===== config.mk =====
export PLATFORM = sky130hd
export DESIGN_NAME = lzrw_ctrl
export DESIGN_NICKNAME = d
export VERILOG_FILES = /design/src/hw/rtl/lzrw_pkg.sv /design/src/hw/rtl/lzrw_ctrl.sv
export SDC_FILE = /design/constraint.sdc
export NUM_CORES = 1
export LEC_CHECK = 0
export BUFFER_PORTS_ARGS = -buffer_cell sky130_fd_sc_hd__buf_2
export CORE_ASPECT_RATIO = 1.75
export CORE_MARGIN = 4
export CORE_UTILIZATION = 60
export CTS_CLUSTER_SIZE = 12
export DETAILED_ROUTE_END_ITERATION = 10
export MAX_ROUTING_LAYER = met4
export PLACE_DENSITY = 0.84
export SYNTH_ARGS = -nofsm -noshare
export SYNTH_HDL_FRONTEND = slang
export SYNTH_SLANG_ARGS = --single-unit
export TNS_END_PERCENT = 10

===== constraint.sdc =====
create_clock -name clk -period 6.8 [get_ports clk]
set_clock_uncertainty 0.1 [all_clocks]
set_input_delay 1.02 -clock clk [delete_from_list [all_inputs] [get_ports clk]]
set_output_delay 1.02 -clock clk [all_outputs]
set_load 0.01 [all_outputs]

===== src/hw/rtl/lzrw_pkg.sv =====
// lzrw_pkg: shared constants and types for the lzss ring window decoder
// no dependencies; imported by lzrw_window, lzrw_ctrl and the top level
`timescale 1ns / 1ps

package lzrw_pkg;

  localparam int WINDOW_SIZE = 4096;
  localparam int POS_W       = $clog2(WINDOW_SIZE);
  localparam int FILL_W      = POS_W + 1;
  localparam int COUNT_BITS  = 24;
  localparam int BYTES_OUT_W = 24;
  localparam int EXP_W       = 24;
  localparam int REM_W       = 5;

  localparam logic [POS_W-1:0] START_POS = POS_W'(12'hFEE);
  localparam logic [REM_W-1:0] LEN_BIAS  = REM_W'(3);
  localparam logic [3:0]       CHUNK_FLAG = 4'd8;

  // configuration port
  localparam int  CFG_ADDR_W = 3;
  localparam int  CFG_DATA_W = 32;
  localparam logic REG_EXPECTED_SIZE = 1'b0;

  // window memory request
  typedef struct packed {
    logic             rd_en;
    logic [POS_W-1:0] rd_addr;
    logic             wr_en;
    logic [POS_W-1:0] wr_addr;
    logic [7:0]       wr_data;
    logic             restart;
  } win_req_t;

  // one result
  typedef struct packed {
    logic                   byte_valid;
    logic [7:0]             out_byte;
    logic                   run_last;
    logic                   stream_end;
    logic [BYTES_OUT_W-1:0] bytes_out;
  } out_row_t;

endpackage


===== src/hw/rtl/lzrw_ctrl.sv =====
// lzrw_ctrl: token parser, copy sequencer and output register
// depends on lzrw_pkg; drives the window memory requests of lzrw_window
`timescale 1ns / 1ps

module lzrw_ctrl
  import lzrw_pkg::*;
(
  input  logic             clk,
  input  logic             rst_n,
  input  logic [EXP_W-1:0] expected_size,
  input  logic             in_tvalid,
  output logic             in_tready,
  input  logic [7:0]       in_byte,
  input  logic             in_last,
  output logic             out_valid,
  input  logic             out_tready,
  output out_row_t         out_row,
  output win_req_t         win_req,
  input  logic [7:0]       win_rd_data
);

  typedef enum logic [4:0] {
    S_IDLE = 5'b00001,
    S_LIT  = 5'b00010,
    S_RD   = 5'b00100,
    S_WR   = 5'b01000,
    S_END  = 5'b10000
  } state_t;

  localparam logic [31:0] COUNT_MAX = 32'((64'd1 << COUNT_BITS) - 64'd1);

  state_t                state_r, state_nxt;
  logic [7:0]            flag_r, flag_nxt;
  logic [3:0]            chunk_r, chunk_nxt;
  logic [7:0]            held_r, held_nxt;
  logic                  have_r, have_nxt;
  logic                  last_r, last_nxt;
  logic [7:0]            lit_r, lit_nxt;
  logic [POS_W-1:0]      rpos_r, rpos_nxt;
  logic [POS_W-1:0]      wpos_r, wpos_nxt;
  logic [REM_W-1:0]      rem_r, rem_nxt;
  logic [COUNT_BITS-1:0] count_r, count_nxt;
  logic                  out_valid_r, out_valid_nxt;
  out_row_t              out_row_r, out_row_nxt;

  logic                  out_free;
  logic                  out_load;
  logic [31:0]           exp_wide;
  logic [COUNT_BITS-1:0] limit;
  logic [COUNT_BITS-1:0] count_inc;
  logic                  active;
  logic                  copy_done;

  assign out_free  = !out_valid_r || out_tready;
  assign exp_wide  = 32'(expected_size);
  assign limit     = (exp_wide > COUNT_MAX) ? COUNT_BITS'(COUNT_MAX)
                                            : COUNT_BITS'(exp_wide);
  assign count_inc = count_r + 1'b1;
  assign active    = count_r < limit;
  assign copy_done = (rem_r == REM_W'(1)) || (count_inc == limit);

  always_comb begin
    state_nxt   = state_r;
    flag_nxt    = flag_r;
    chunk_nxt   = chunk_r;
    held_nxt    = held_r;
    have_nxt    = have_r;
    last_nxt    = last_r;
    lit_nxt     = lit_r;
    rpos_nxt    = rpos_r;
    wpos_nxt    = wpos_r;
    rem_nxt     = rem_r;
    count_nxt   = count_r;
    out_load    = 1'b0;
    out_row_nxt = out_row_r;
    win_req     = '0;

    unique case (state_r)
      S_IDLE: begin
        if (in_tvalid) begin
          last_nxt  = in_last;
          state_nxt = in_last ? S_END : S_IDLE;
          if (active) begin
            priority if (chunk_r[3]) begin
              flag_nxt  = in_byte;
              chunk_nxt = '0;
            end else if (flag_r[chunk_r[2:0]]) begin
              lit_nxt   = in_byte;
              chunk_nxt = chunk_r + 1'b1;
              state_nxt = S_LIT;
            end else if (!have_r) begin
              held_nxt = in_byte;
              have_nxt = 1'b1;
            end else begin
              have_nxt  = 1'b0;
              chunk_nxt = chunk_r + 1'b1;
              rpos_nxt  = {in_byte[7:4], held_r};
              rem_nxt   = REM_W'(in_byte[3:0]) + LEN_BIAS;
              state_nxt = S_RD;
            end
          end
        end
      end
      S_LIT: begin
        if (out_free) begin
          out_load        = 1'b1;
          out_row_nxt     = '{1'b1, lit_r, !last_r, 1'b0, BYTES_OUT_W'(count_inc)};
          win_req.wr_en   = 1'b1;
          win_req.wr_addr = wpos_r;
          win_req.wr_data = lit_r;
          wpos_nxt        = wpos_r + 1'b1;
          count_nxt       = count_inc;
          state_nxt       = last_r ? S_END : S_IDLE;
        end
      end
      S_RD: begin
        win_req.rd_en   = 1'b1;
        win_req.rd_addr = rpos_r;
        rpos_nxt        = rpos_r + 1'b1;
        state_nxt       = S_WR;
      end
      S_WR: begin
        if (out_free) begin
          out_load        = 1'b1;
          out_row_nxt     = '{1'b1, win_rd_data, !last_r && copy_done, 1'b0,
                              BYTES_OUT_W'(count_inc)};
          win_req.wr_en   = 1'b1;
          win_req.wr_addr = wpos_r;
          win_req.wr_data = win_rd_data;
          wpos_nxt        = wpos_r + 1'b1;
          count_nxt       = count_inc;
          rem_nxt         = rem_r - 1'b1;
          if (copy_done) begin
            state_nxt = last_r ? S_END : S_IDLE;
          end else begin
            state_nxt = S_RD;
          end
        end
      end
      S_END: begin
        if (out_free) begin
          out_load        = 1'b1;
          out_row_nxt     = '{1'b0, 8'd0, 1'b1, 1'b1, BYTES_OUT_W'(count_r)};
          win_req.restart = 1'b1;
          wpos_nxt        = START_POS;
          flag_nxt        = '0;
          chunk_nxt       = CHUNK_FLAG;
          held_nxt        = '0;
          have_nxt        = 1'b0;
          count_nxt       = '0;
          state_nxt       = S_IDLE;
        end
      end
      default: begin
        state_nxt = S_IDLE;
      end
    endcase

    if (out_load) begin
      out_valid_nxt = 1'b1;
    end else if (out_tready) begin
      out_valid_nxt = 1'b0;
    end else begin
      out_valid_nxt = out_valid_r;
    end
  end

  always_ff @(posedge clk) begin
    if (!rst_n) begin
      state_r     <= S_IDLE;
      flag_r      <= '0;
      chunk_r     <= CHUNK_FLAG;
      held_r      <= '0;
      have_r      <= 1'b0;
      last_r      <= 1'b0;
      wpos_r      <= START_POS;
      rem_r       <= '0;
      count_r     <= '0;
      out_valid_r <= 1'b0;
    end else begin
      state_r     <= state_nxt;
      flag_r      <= flag_nxt;
      chunk_r     <= chunk_nxt;
      held_r      <= held_nxt;
      have_r      <= have_nxt;
      last_r      <= last_nxt;
      wpos_r      <= wpos_nxt;
      rem_r       <= rem_nxt;
      count_r     <= count_nxt;
      out_valid_r <= out_valid_nxt;
    end
  end

  always_ff @(posedge clk) begin
    lit_r     <= lit_nxt;
    rpos_r    <= rpos_nxt;
    out_row_r <= out_row_nxt;
  end

  assign in_tready = (state_r == S_IDLE);
  assign out_valid = out_valid_r;
  assign out_row   = out_row_r;

  a_wr_after_rd: assert property (@(posedge clk) disable iff (!rst_n)
    (state_r == S_WR) |-> ($past(state_r) == S_RD || $past(state_r) == S_WR))
    else $error("copy write without a preceding window read");

  a_copy_nonempty: assert property (@(posedge clk) disable iff (!rst_n)
    (state_r == S_RD) |-> (rem_r != '0))
    else $error("window read issued with nothing left to copy");

  a_end_restarts: assert property (@(posedge clk) disable iff (!rst_n)
    (state_r == S_END && out_free) |=> (count_r == '0 && wpos_r == START_POS))
    else $error("stream end did not restore stream state");

endmodule


* Word-level counts from Yosys, hierarchy flattened
Cells that the tools add are included.
Operators by class: add/subtract/negate cells 6, magnitude comparators 3, eq/ne operators 19, muxes and demuxes 72, bitwise gates (word level) 1, reductions and logical operators 25
Operators with widths (number):
- $mux W35 | 3
- $pmux W35 S3 | 1
- $mux W5 | 17
- $mux W12 | 7
- $mux W24 | 3
- $mux W8 | 9
- $pmux W12 S2 | 2
- $pmux W24 S2 | 1
- $mux W21 | 2
- $pmux W21 S2 | 1
- $pmux W8 S2 | 2
- $pmux W5 S5 | 1
- $add A12 B1 Y12 const B | 2
- $add A24 B1 Y24 const B | 1
- $eq A24 B24 Y1 | 1
- $gt A24 B24 Y1 const B | 1
- $lt A24 B24 Y1 | 1
- $mux W4 | 6
- $reduce_and A5 Y1 | 3
- $ne A2 B2 Y1 const B | 7
- $reduce_and A7 Y1 | 2
- $mux W13 | 1
- $mux W1 | 12
- $reduce_and A4 Y1 | 3
- other kinds (26) | 37
Word-level totals: register bits 124, bits of input ports 45, output and inout port bits 72, logic and storage cells 144

* Longest topological paths before layout
Gate-level depths: netlist of the first run.
word-level depth 7, depth in mapped cells 11, mapped depth without buffers 10

* Least setup slack after synthesis of the first run
No wires, ideal clock.
kind input to register, start in expected_size[9], end reg rpos_r[0] (enable), setup time 0.398 ns, arrival time 3.542 ns, required time 6.302 ns, path slack 2.760 ns, cell stages on the path 10, buffers on the path 1, cell sequence inv_1 ha_1 a21o_1 a21o_1 a21oi_1 o21ai_0 a21o_1 or4_1 clkbuf_1 o21ai_0
On the way: word-level cells in the longest chain between the ends 5
Ends and longest elaborated chain:
- start, declared | line lzrw_ctrl.sv:10 | input logic [EXP_W-1:0] expected_size,
- $gt A24 B24 Y1 | line lzrw_ctrl.sv:56 | assign limit = (exp_wide > COUNT_MAX) ? COUNT_BITS'(COUNT_MAX)
- $mux W24 (*) | line lzrw_ctrl.sv:56
- $lt A24 B24 Y1 (*) | line lzrw_ctrl.sv:59 | assign active = count_r < limit;
- $ne A2 B1 Y1 (no source line) (*)
- $reduce_and A6 Y1 (no source line) (*)
- end signal, assigned | line lzrw_ctrl.sv:196 | rpos_r <= rpos_nxt;
- end, declared | line lzrw_ctrl.sv:39 | logic [POS_W-1:0] rpos_r, rpos_nxt;
Every way passes the cells marked *; elsewhere a longest branch is shown, timed or not. A chain may end at the register's enable or synchronous reset.

==> reports/results.ini, run 1 <==
[clock_network]
cts_setup_buffers=0
clock_latency_ns=0.42
cts.clk_slew.worst_paths_ns=0.05
cts_tree=built
cts-root-buf=clkbuf_16
cts_buffer_depth=2
cts_resized=0
cts_num_sinks=124
hold_buffers=0
numCtsBuffers=17
cts.htree.levels=4

[yosys]
synth_compound_area_share_pct=14.1
synth_flop_cell=dfxtp_1
synthXorXnorAreaFrac_pct=8.31
synth_edf_count=55
yosysUniqueCellTypes=69
ys_seq_area_share_pct=40.0
syn-cell-area_um2=7590
synthAdderAreaFrac_pct=5.11
yosysWarnings=0
synth_top_family_by_area=simple AND/OR/NAND/NOR gates
ys_ff_latch=124
postSynthAreaPerCell_um2=8.68
synthSimpleGateAreaFrac_pct=24.5
synth_fp_nets=950
synthMuxAreaShare_pct=2.74
syn-instance-count=874
synthArstFlopShare_pct=0

[final_layout]
multiInputGateArea_um2=4160
fin_nets=1038
postLayoutCellArea_um2=8810
final_layout_size_suffix_gt1_share_pct=16.9
layout_common_cells=buf_2 (116), nand2_1 (93), nor2_1 (73), dfxtp_1 (69), edfxtp_1 (55)
n_antenna_cell=0
num-fill-cells=1019
final_common_cell=buf_2
regArea_um2=3030
syn_to_final_growth_pct=16.1

[floorplanning]
initial_utilization_pct=61.1
std_cell_rows=54
ios=117
die_y_um=157
dieArea_um2=14600
die_w_um=93.0
coreArea_um2=12400

[timing]
finalSetupTns_ns=0
report.final.setup_viol=0
slew_viol_final=0
grt_setup_unrepaired=false
fmax_mhz=233
hold_viol=0
worst_slew_pin_slew_ns=0.868
fin_ws_ns=2.50
slew_headroom_pct=40.6
whs_ns=0.364
min_period_over_period_pct=63.2
finalCriticalPeriod_ns=4.30

[critical_path]
r2r_start=count_r[0]$_SDFFE_PN0P_
path_class=primary input to primary output
cp-startpoint=out_tready
critical_path_arrival_ns=3.18
cp-end-kind=primary output
worstPathRequired_ns=5.68
cp-start-kind=primary input
crit_fanout=38

[grt]
grt_max_degree=49
grt_first_pass_wirelength_um=32300
antenna_found_initial=0
grt_pass1_vias=6719
grtUsageTotal_pct=28.9
grt-ovfl-total=0

[routing]
drt_iter0_drc=569
viasPerCell=6.07
vias=6937
drc=0
first_pass_iters=7
ant_nets=0
wl_per_cell_um=17.7
wl_um=20200

[power]
peakVddDrop_mv=0.183
power_leakage_nw=3.70
pwr_density_cell_nw_per_um2=219

[worst_hold_path]
worstHoldPathType=register to register
min_from=held_r[3]$_SDFFE_PN0P_

[status]
outcome=finished, final reports clean

[place]
placed_area_um2=8210
port_buffers=116
place_ws_ns=2.45
gp_congestion=0.926
dpl.hpwl_um=14000

[flow_run]
maxCapViolations=0

## final cells by class
type | instances | area share (%)
Multi-Input combinational cell | 649 | 47.2
Sequential cell | 124 | 34.4
Timing Repair Buffer | 124 | 7.27
Clock buffer | 25 | 5.75
Tap cell | 168 | 2.39
Inverter | 46 | 1.96
Clock inverter | 7 | 0.994
## synthesized netlist by cell type, drive strengths merged, types with 2 or more instances
cell type	n	area share, %
nor2b	7	0.58
or3	12	0.99
and3	13	1.1
xnor2	42	4.8
a22o	8	0.92
dfxtp	69	18
a31oi	5	0.41
o221ai	2	0.23
a21oi	52	3.5
mux2i	14	1.8
inv	45	2.2
xor2	30	3.5
nand4b	6	0.69
nand2b	2	0.16
a21o	11	1.1
mux4	2	0.59
mux2	2	0.30
a22oi	10	0.99
o21ai	43	2.8
and4	5	0.58
ha	31	5.1
buf	17	1.1
o22ai	3	0.25
nand4	17	1.6
or4	3	0.30
nand2	94	4.7
a211oi	5	0.49
o21a	5	0.49
nor3b	3	0.30
nand3	50	3.4
o2111a	2	0.30
o211ai	5	0.49
clkbuf	38	1.9
a2111oi	2	0.23
o2111ai	3	0.35
nor2	73	3.6
nor3	24	1.6
o211a	2	0.26
edfxtp	55	22
nand3b	12	1.2
nor4	8	1.1
and2	26	2.1
## routing by layer
| layer | track usage, % | share of wire, % | up-vias |
|---|---|---|---|
| met4 | 17.5 | 5.6 | 0 |
| met2 | 50.3 | 52 | 353 |
| met3 | 5.96 | 6.8 | 111 |
| li1 | - | - | 3285 |
| met1 | 29.4 | 35 | 3188 |
| met5 | - | 0 | - |
## final timing paths
check                           slack (ns)  cells past startpoint                      to
worst max-delay path                  2.50                      7              win_req[9]
worst min-delay path                  0.36                      2  held_r[3]$_SDFFE_PN0P_
worst max register to register        3.01                      9   out_row[25]$_DFFE_PP_
worst min register to register        0.36                      2  held_r[3]$_SDFFE_PN0P_
## stage by stage
| stage | util [%] | total power [mW] | std cells |
|---|---|---|---|
| after detailed placement | 66.1 | 1.02 | 1111 |
| after CTS | 70.9 | 1.92 | 1143 |
| after floorplan | - | 0.955 | 874 |
| after global placement | 66.1 | 1.02 | 1111 |
| after global routing | 70.9 | 1.98 | 1143 |
| final | 70.9 | 1.93 | 1143 |
## cells by family (layout without fill, tap and decap cells)
group / after synthesis / after routing
multiplexers: 18 / 18
AO/OA/AOI/OAI: 169 / 169
adder cells (fa/ha/maj): 31 / 31
XOR/XNOR: 72 / 72
flip-flops: 124 / 124
AND/OR/NAND/NOR: 359 / 359
buffers and inverters: 101 / 202
## critical path, cell delays in order
cell and delay [ns]:
buf_2 0.12, nand2b_1 0.22, o211ai_1 0.13, buf_4 0.40, clkinv_1 0.72, and2_1 0.43, buf_2 0.14
## report_power, final
group	switching [mW]	internal, mW	total (mW)
combinational	0.121	0.0729	0.194
sequential	0.0153	0.802	0.817
clock	0.326	0.588	0.914
total	0.463	1.46	1.93
## state kept, by name, summed over array words and instances (netlist names)
| register | cells |
|---|---|
| out_valid | 1 |
| lit_r | 8 |
| state_r | 5 |
| rpos_r | 12 |
| wpos_r | 12 |
| last_r | 1 |
| count_r | 24 |
| out_row | 35 |
| flag_r | 8 |
| rem_r | 5 |
| have_r | 1 |
| chunk_r | 4 |
| held_r | 8 |
Note: power is estimated with default switching activity, not from simulation.
==> run 2, diff against run 1 <==
- ABC_AREA: unset -> 1
- CORE_UTILIZATION: 60 -> 58
- PLACE_DENSITY: 0.84 -> 0.81
- clock period: 6.8 -> 4 ns (I/O delays scaled with it)
==> run 2 against run 1 <==
Global-route usage up 0.32 points. Sequential power grew 100%. Non-clock buffer count fell by 1. Synthesized cell count is 19% higher. Register-to-register slack lost 2.3 ns. Worst hold slack got worse by 0.048 ns. Total power rose by 120%. Sequential cell count did not move. Synthesized area shrank 1.7%. Sequential share of layout area rose by 0.069 points. Clock power rose by 72%. Highest routed layer unchanged.
==> reports/results.ini, run 2 <==
[critical_path]
crit_top_cell=inv_2
crit_chain=inv_2, nor2_2, nand3_4, inv_2, nor2_1, nor2_2, inv_2, nand2_4, buf_4, nand2_1, nor3_4, nand3_1, nor3_2, a21oi_1, o21ai_0
worstPathRequired_ns=4.25
cpPeakStageDelay_ns=0.41
slowest_stage=buf_4
path_class=register to register
cp-end-kind=register
cp-start-kind=register
critical_path_arrival_ns=3.49
crit_fanout=29

[yosys]
ys_seq_area_share_pct=40.6
synth_edf_count=55
synth_top_family_by_area=simple AND/OR/NAND/NOR gates
synthSimpleGateAreaFrac_pct=29.6
yosysWarnings=0
ys_top_cells_by_count=nand2_1 (286), inv_1 (128), nor2_1 (94), a21oi_1 (92), nand3_1 (77)
synth_fp_nets=1119
ys_ff_latch=124
synth_top_area_share_pct=22.1
synthAdderAreaFrac_pct=5.20
synth_flop_cell=dfxtp_1
synthArstFlopShare_pct=0
synth_compound_area_share_pct=14.6
yosysUniqueCellTypes=47
yosys.area.top_type=edfxtp_1
postSynthAreaPerCell_um2=7.16
yosysMostFrequentCell=nand2_1
synthXorXnorAreaFrac_pct=0.939
syn-cell-area_um2=7460
synthMuxAreaShare_pct=0.268
synthTopCellsByArea=edfxtp_1 (22%), dfxtp_1 (19%), nand2_1 (14%)
syn-instance-count=1043

[timing]
min_period_over_period_pct=81.1
grt_setup_unrepaired=false
hold_viol=0
fmax_mhz=308
finalSetupTns_ns=0
finalCriticalPeriod_ns=3.24
worst_slew_pin_slew_ns=0.979
slew_viol_final=0
slew_headroom_pct=34.6
report.final.setup_viol=0
whs_ns=0.316

[clock_network]
cts_resized=0
numCtsBuffers=17
cts_num_sinks=124
cts_setup_buffers=0
cts_tree=built
cts.clk_slew.worst_paths_ns=0.06
cts_buffer_depth=2
clock_latency_ns=0.42
cts.htree.levels=4
hold_buffers=0
cts-root-buf=clkbuf_16

[place]
gp_congestion=0.986
dp_cells=1306
placed_area_um2=8190
dpl.hpwl_um=15200
port_buffers=116

[routing]
m1WireLength_um=7270
viasPerCell=5.52
maxUsedRoutingLayer=met4
met2_length_um=11000
first_pass_iters=6
wl_um=20500
drt_iter0_drc=482
drc=0
wl_met3_um=993
vias=7390
ant_nets=0
wl_per_cell_um=15.3

[final_layout]
n_antenna_cell=0
num-fill-cells=1088
multiInputGateArea_um2=3780
final_common_cell=nand2_1
regArea_um2=3030
layout_common_cells=nand2_1 (286), inv_1 (128), buf_2 (116), nor2_1 (94), a21oi_1 (92)
syn_to_final_growth_pct=17.8
fin_nets=1233
finalNonFillerCells=1338
largest_register_ffs=35
final_layout_size_suffix_gt1_share_pct=16.7
final_core_util_pct=70.0
postLayoutCellArea_um2=8790

[worst_hold_path]
worstHoldPathType=primary input to register

[grt]
antenna_found_initial=0
grt-ovfl-total=0
grtUsageTotal_pct=29.2
grt_first_pass_wirelength_um=32900
grt_max_degree=41
grt_pass1_vias=7190

[floorplanning]
die_y_um=158
ios=117
die_w_um=93.8
std_cell_rows=54
initial_utilization_pct=59.4
dieArea_um2=14800
coreArea_um2=12600

[flow_run]
maxCapViolations=0

[power]
peakVddDrop_mv=0.350
power_leakage_nw=3.96
pwr_density_cell_nw_per_um2=485

[status]
outcome=finished, final reports clean

[run 2: cell count changes in the layout (fill, tap and decap cells not counted), sizes merged, moves of 13 or more]
| cell | before | now |
|---|---|---|
| nand2 | 94 | 289 |
| inv | 45 | 144 |
| nor2 | 73 | 106 |
| and3 | 13 | 0 |
| and2 | 26 | 0 |
| o21ai | 43 | 76 |
| xnor2 | 42 | 3 |
| xor2 | 30 | 5 |
| nand3 | 50 | 78 |
| a21oi | 52 | 93 |
[run 2: area by class of cell]
cell class | count | area share, %
repair buffers | 123 | 7.20
clock inverters | 14 | 1.95
clock buffers | 18 | 4.88
inverters | 143 | 6.11
multi-input cells | 748 | 43.0
flip-flops and latches | 124 | 34.5
well taps | 168 | 2.39
[run 2: kinds of logic (layout without fill, tap and decap cells)]
logic type	after synthesis	after routing
mux	2	2
xor+xnor	8	8
compound gates	199	199
buf+inv	171	298
flops	124	124
fa+ha+maj	31	31
simple gates	508	508
[run 2: where the power goes]
| part | internal (mW) | switching, mW | total (mW) |
|---|---|---|---|
| clock network | 0.980 | 0.589 | 1.57 |
| logic | 0.336 | 0.704 | 1.04 |
| registers | 1.55 | 0.109 | 1.65 |
| total | 2.86 | 1.40 | 4.26 |
[run 2: critical path, delay by kind of cell (launching register included)]
family / cells / cell delay (ns)
simple gates: 9 / 1.58
buf+inv: 4 / 0.93
flops: 1 / 0.39
compound gates: 2 / 0.15
[run 2: final timing paths]
check | startpoint | end | slack (ns) | cells past startpoint
max | state_r[3]$_SDFFE_PN0P_ | wpos_r[9]$_SDFFE_PN1P_ | 0.76 | 15
min | in_byte[0] | lit_r[0]$_DFFE_PP_ | 0.32 | 1
max reg2reg | state_r[3]$_SDFFE_PN0P_ | wpos_r[9]$_SDFFE_PN1P_ | 0.76 | 15
min reg2reg | flag_r[3]$_SDFFE_PN0P_ | flag_r[3]$_SDFFE_PN0P_ | 0.34 | 2
[run 2: through the flow]
stage	setup slack (ns)	power [mW]
2_1_floorplan	0.850	2.44
3_3_place_gp	0.682	2.67
3_5_place_dp	0.639	2.70
4_1_cts	0.763	4.27
5_1_grt	0.479	4.49
6_report	0.758	4.26
[run 2: layer usage]
metal  up-vias  track usage [%]
met5         -                -
met3        98             3.90
met1      3342             28.4
met4         0             19.1
met2       278             53.2
li1       3672                -
==> run 3, diff against run 2 <==
- clock period: 4 -> 3 ns (I/O delays scaled with it)
==> run 3 against run 2 <==
Sequential cell count is the same. First-iteration DRC count grew 10%. Die area is the same. Critical path depth shrank 7. Wire length grew 2.1%. Final cell count grew 1.9%. Clock power grew 38%.
==> reports/results.ini, run 3 (same netlist as run 2, synthesis figures left out) <==
[status]
outcome=finished, final reports clean

[timing]
fmax_mhz=351
slew_headroom_pct=56.1
fin_ws_ns=0.152
finalSetupTns_ns=0
worst_slew_pin_slew_ns=0.656
slew_viol_final=0
report.final.setup_viol=0
whs_ns=0.172
grt_setup_unrepaired=false
hold_viol=0
min_period_over_period_pct=94.9
finalCriticalPeriod_ns=2.85

[clock_network]
hold_buffers=0
numCtsBuffers=17
cts_num_sinks=124
cts_setup_buffers=0
cts-root-buf=clkbuf_16
cts_tree=built
cts.htree.levels=4
clock_latency_ns=0.42
cts_buffer_depth=2
cts.clk_slew.worst_paths_ns=0.06

[floorplanning]
die_y_um=158
die_w_um=93.8
coreArea_um2=12600
std_cell_rows=54
dieArea_um2=14800
ios=117
initial_utilization_pct=59.4

[place]
port_buffers=116
dpl.hpwl_um=15700
place_ws_ns=-0.148
gp_congestion=0.972
placed_area_um2=8390
dp_cells=1332

[final_layout]
finalNonFillerCells=1364
num-fill-cells=1070
fin_nets=1259
n_antenna_cell=0
final_common_cell=nand2_1
syn_to_final_growth_pct=20.9
final_layout_size_suffix_gt1_share_pct=18.5
largest_register_ffs=35
final_core_util_pct=71.8
layout_common_cells=nand2_1 (286), inv_1 (128), buf_2 (116), nor2_1 (94), a21oi_1 (92)
postLayoutCellArea_um2=9020

[flow_run]
maxCapViolations=0

[power]
peakVddDrop_mv=0.409
power_leakage_nw=4.11
total_power_mw=5.82
pwr_density_cell_nw_per_um2=645

[critical_path]
crit_chain=inv_2, nor2_2, nand3_4, inv_4, nor2_1, nor2_2, buf_4, buf_2
crit_fanout=24
critical_path_arrival_ns=2.30
path_class=register to primary output
critical_path.top_delay_family=buffers and inverters
cp-end-kind=primary output
cpPeakStageDelay_ns=0.39
cp-start-kind=register
cp_num_buf_inv=4
slowest_stage=dfxtp_1
crit_top_cell=nor2_2
worstPathRequired_ns=2.45

[routing]
wl_per_cell_um=15.3
ant_nets=0
vias=7558
wl_um=20900
viasPerCell=5.54
drc=0
first_pass_iters=6
drt_iter0_drc=530

[grt]
antenna_found_initial=0
grt_first_pass_wirelength_um=33500
grt_pass1_vias=7464
grtUsageTotal_pct=29.7
grt-ovfl-total=0
grt_max_degree=34

[worst_hold_path]
worstHoldPathType=primary input to register

-- run 3: changes by cell type in the layout (fill, tap and decap cells not counted), moves of 2 or more --
| cell | change |
|---|---|
| clkinv_4 | -2 |
| buf_4 | +26 |
| inv_2 | -2 |
| inv_4 | +2 |
| clkinv_1 | +2 |
-- run 3: area by class of cell --
cell class,instances,area [um^2],share of cell area [%]
clock buffers,17,425,4.71
repair buffers,149,828,9.18
multi-input cells,748,3790,42.0
inverters,143,542,6.00
clock inverters,15,195,2.16
well taps,168,210,2.33
flip-flops and latches,124,3030,33.6
-- run 3: worst register-to-register path: cells and delay by family (launching register included) --
kind | cells | cell delay [ns]
AND/OR/NAND/NOR | 8 | 1.18
AO/OA/AOI/OAI | 2 | 0.40
flip-flops | 1 | 0.37
adder cells (fa/ha/maj) | 1 | 0.33
buffers and inverters | 2 | 0.30
-- run 3: final timing paths --
check	endpoint	startpoint	slack, ns	cells after the start
worst max-delay path	win_req[21]	state_r[3]$_SDFFE_PN0P_	0.15	8
worst min-delay path	lit_r[0]$_DFFE_PP_	in_byte[0]	0.17	1
worst max register to register	rem_r[1]$_SDFFE_PN0P_	count_r[21]$_SDFFE_PN0P_	0.23	13
worst min register to register	flag_r[4]$_SDFFE_PN0P_	flag_r[4]$_SDFFE_PN0P_	0.34	2
-- run 3: what timing repair did --
action                     4_1_cts  5_1_grt
gates resized for setup          0        6
hold endpoints to repair         0        0
setup endpoints to repair        0       28
-- run 3: routing by layer --
| layer | routed length [um] | global-route usage (%) | vias to the layer above |
|---|---|---|---|
| met5 | 0 | - | - |
| met4 | 1330 | 19.4 | 0 |
| met3 | 1050 | 4.52 | 92 |
| met2 | 11300 | 54.0 | 276 |
| met1 | 7230 | 28.6 | 3470 |
| li1 | - | - | 3720 |
-- run 3: report_power, final --
part	total (mW)	leakage [nW]	internal (mW)	switching (mW)
sequential	2.20	1.07	2.06	0.140
clock	2.17	0.296	1.39	0.783
combinational	1.45	2.74	0.489	0.959
total	5.82	4.11	3.94	1.88
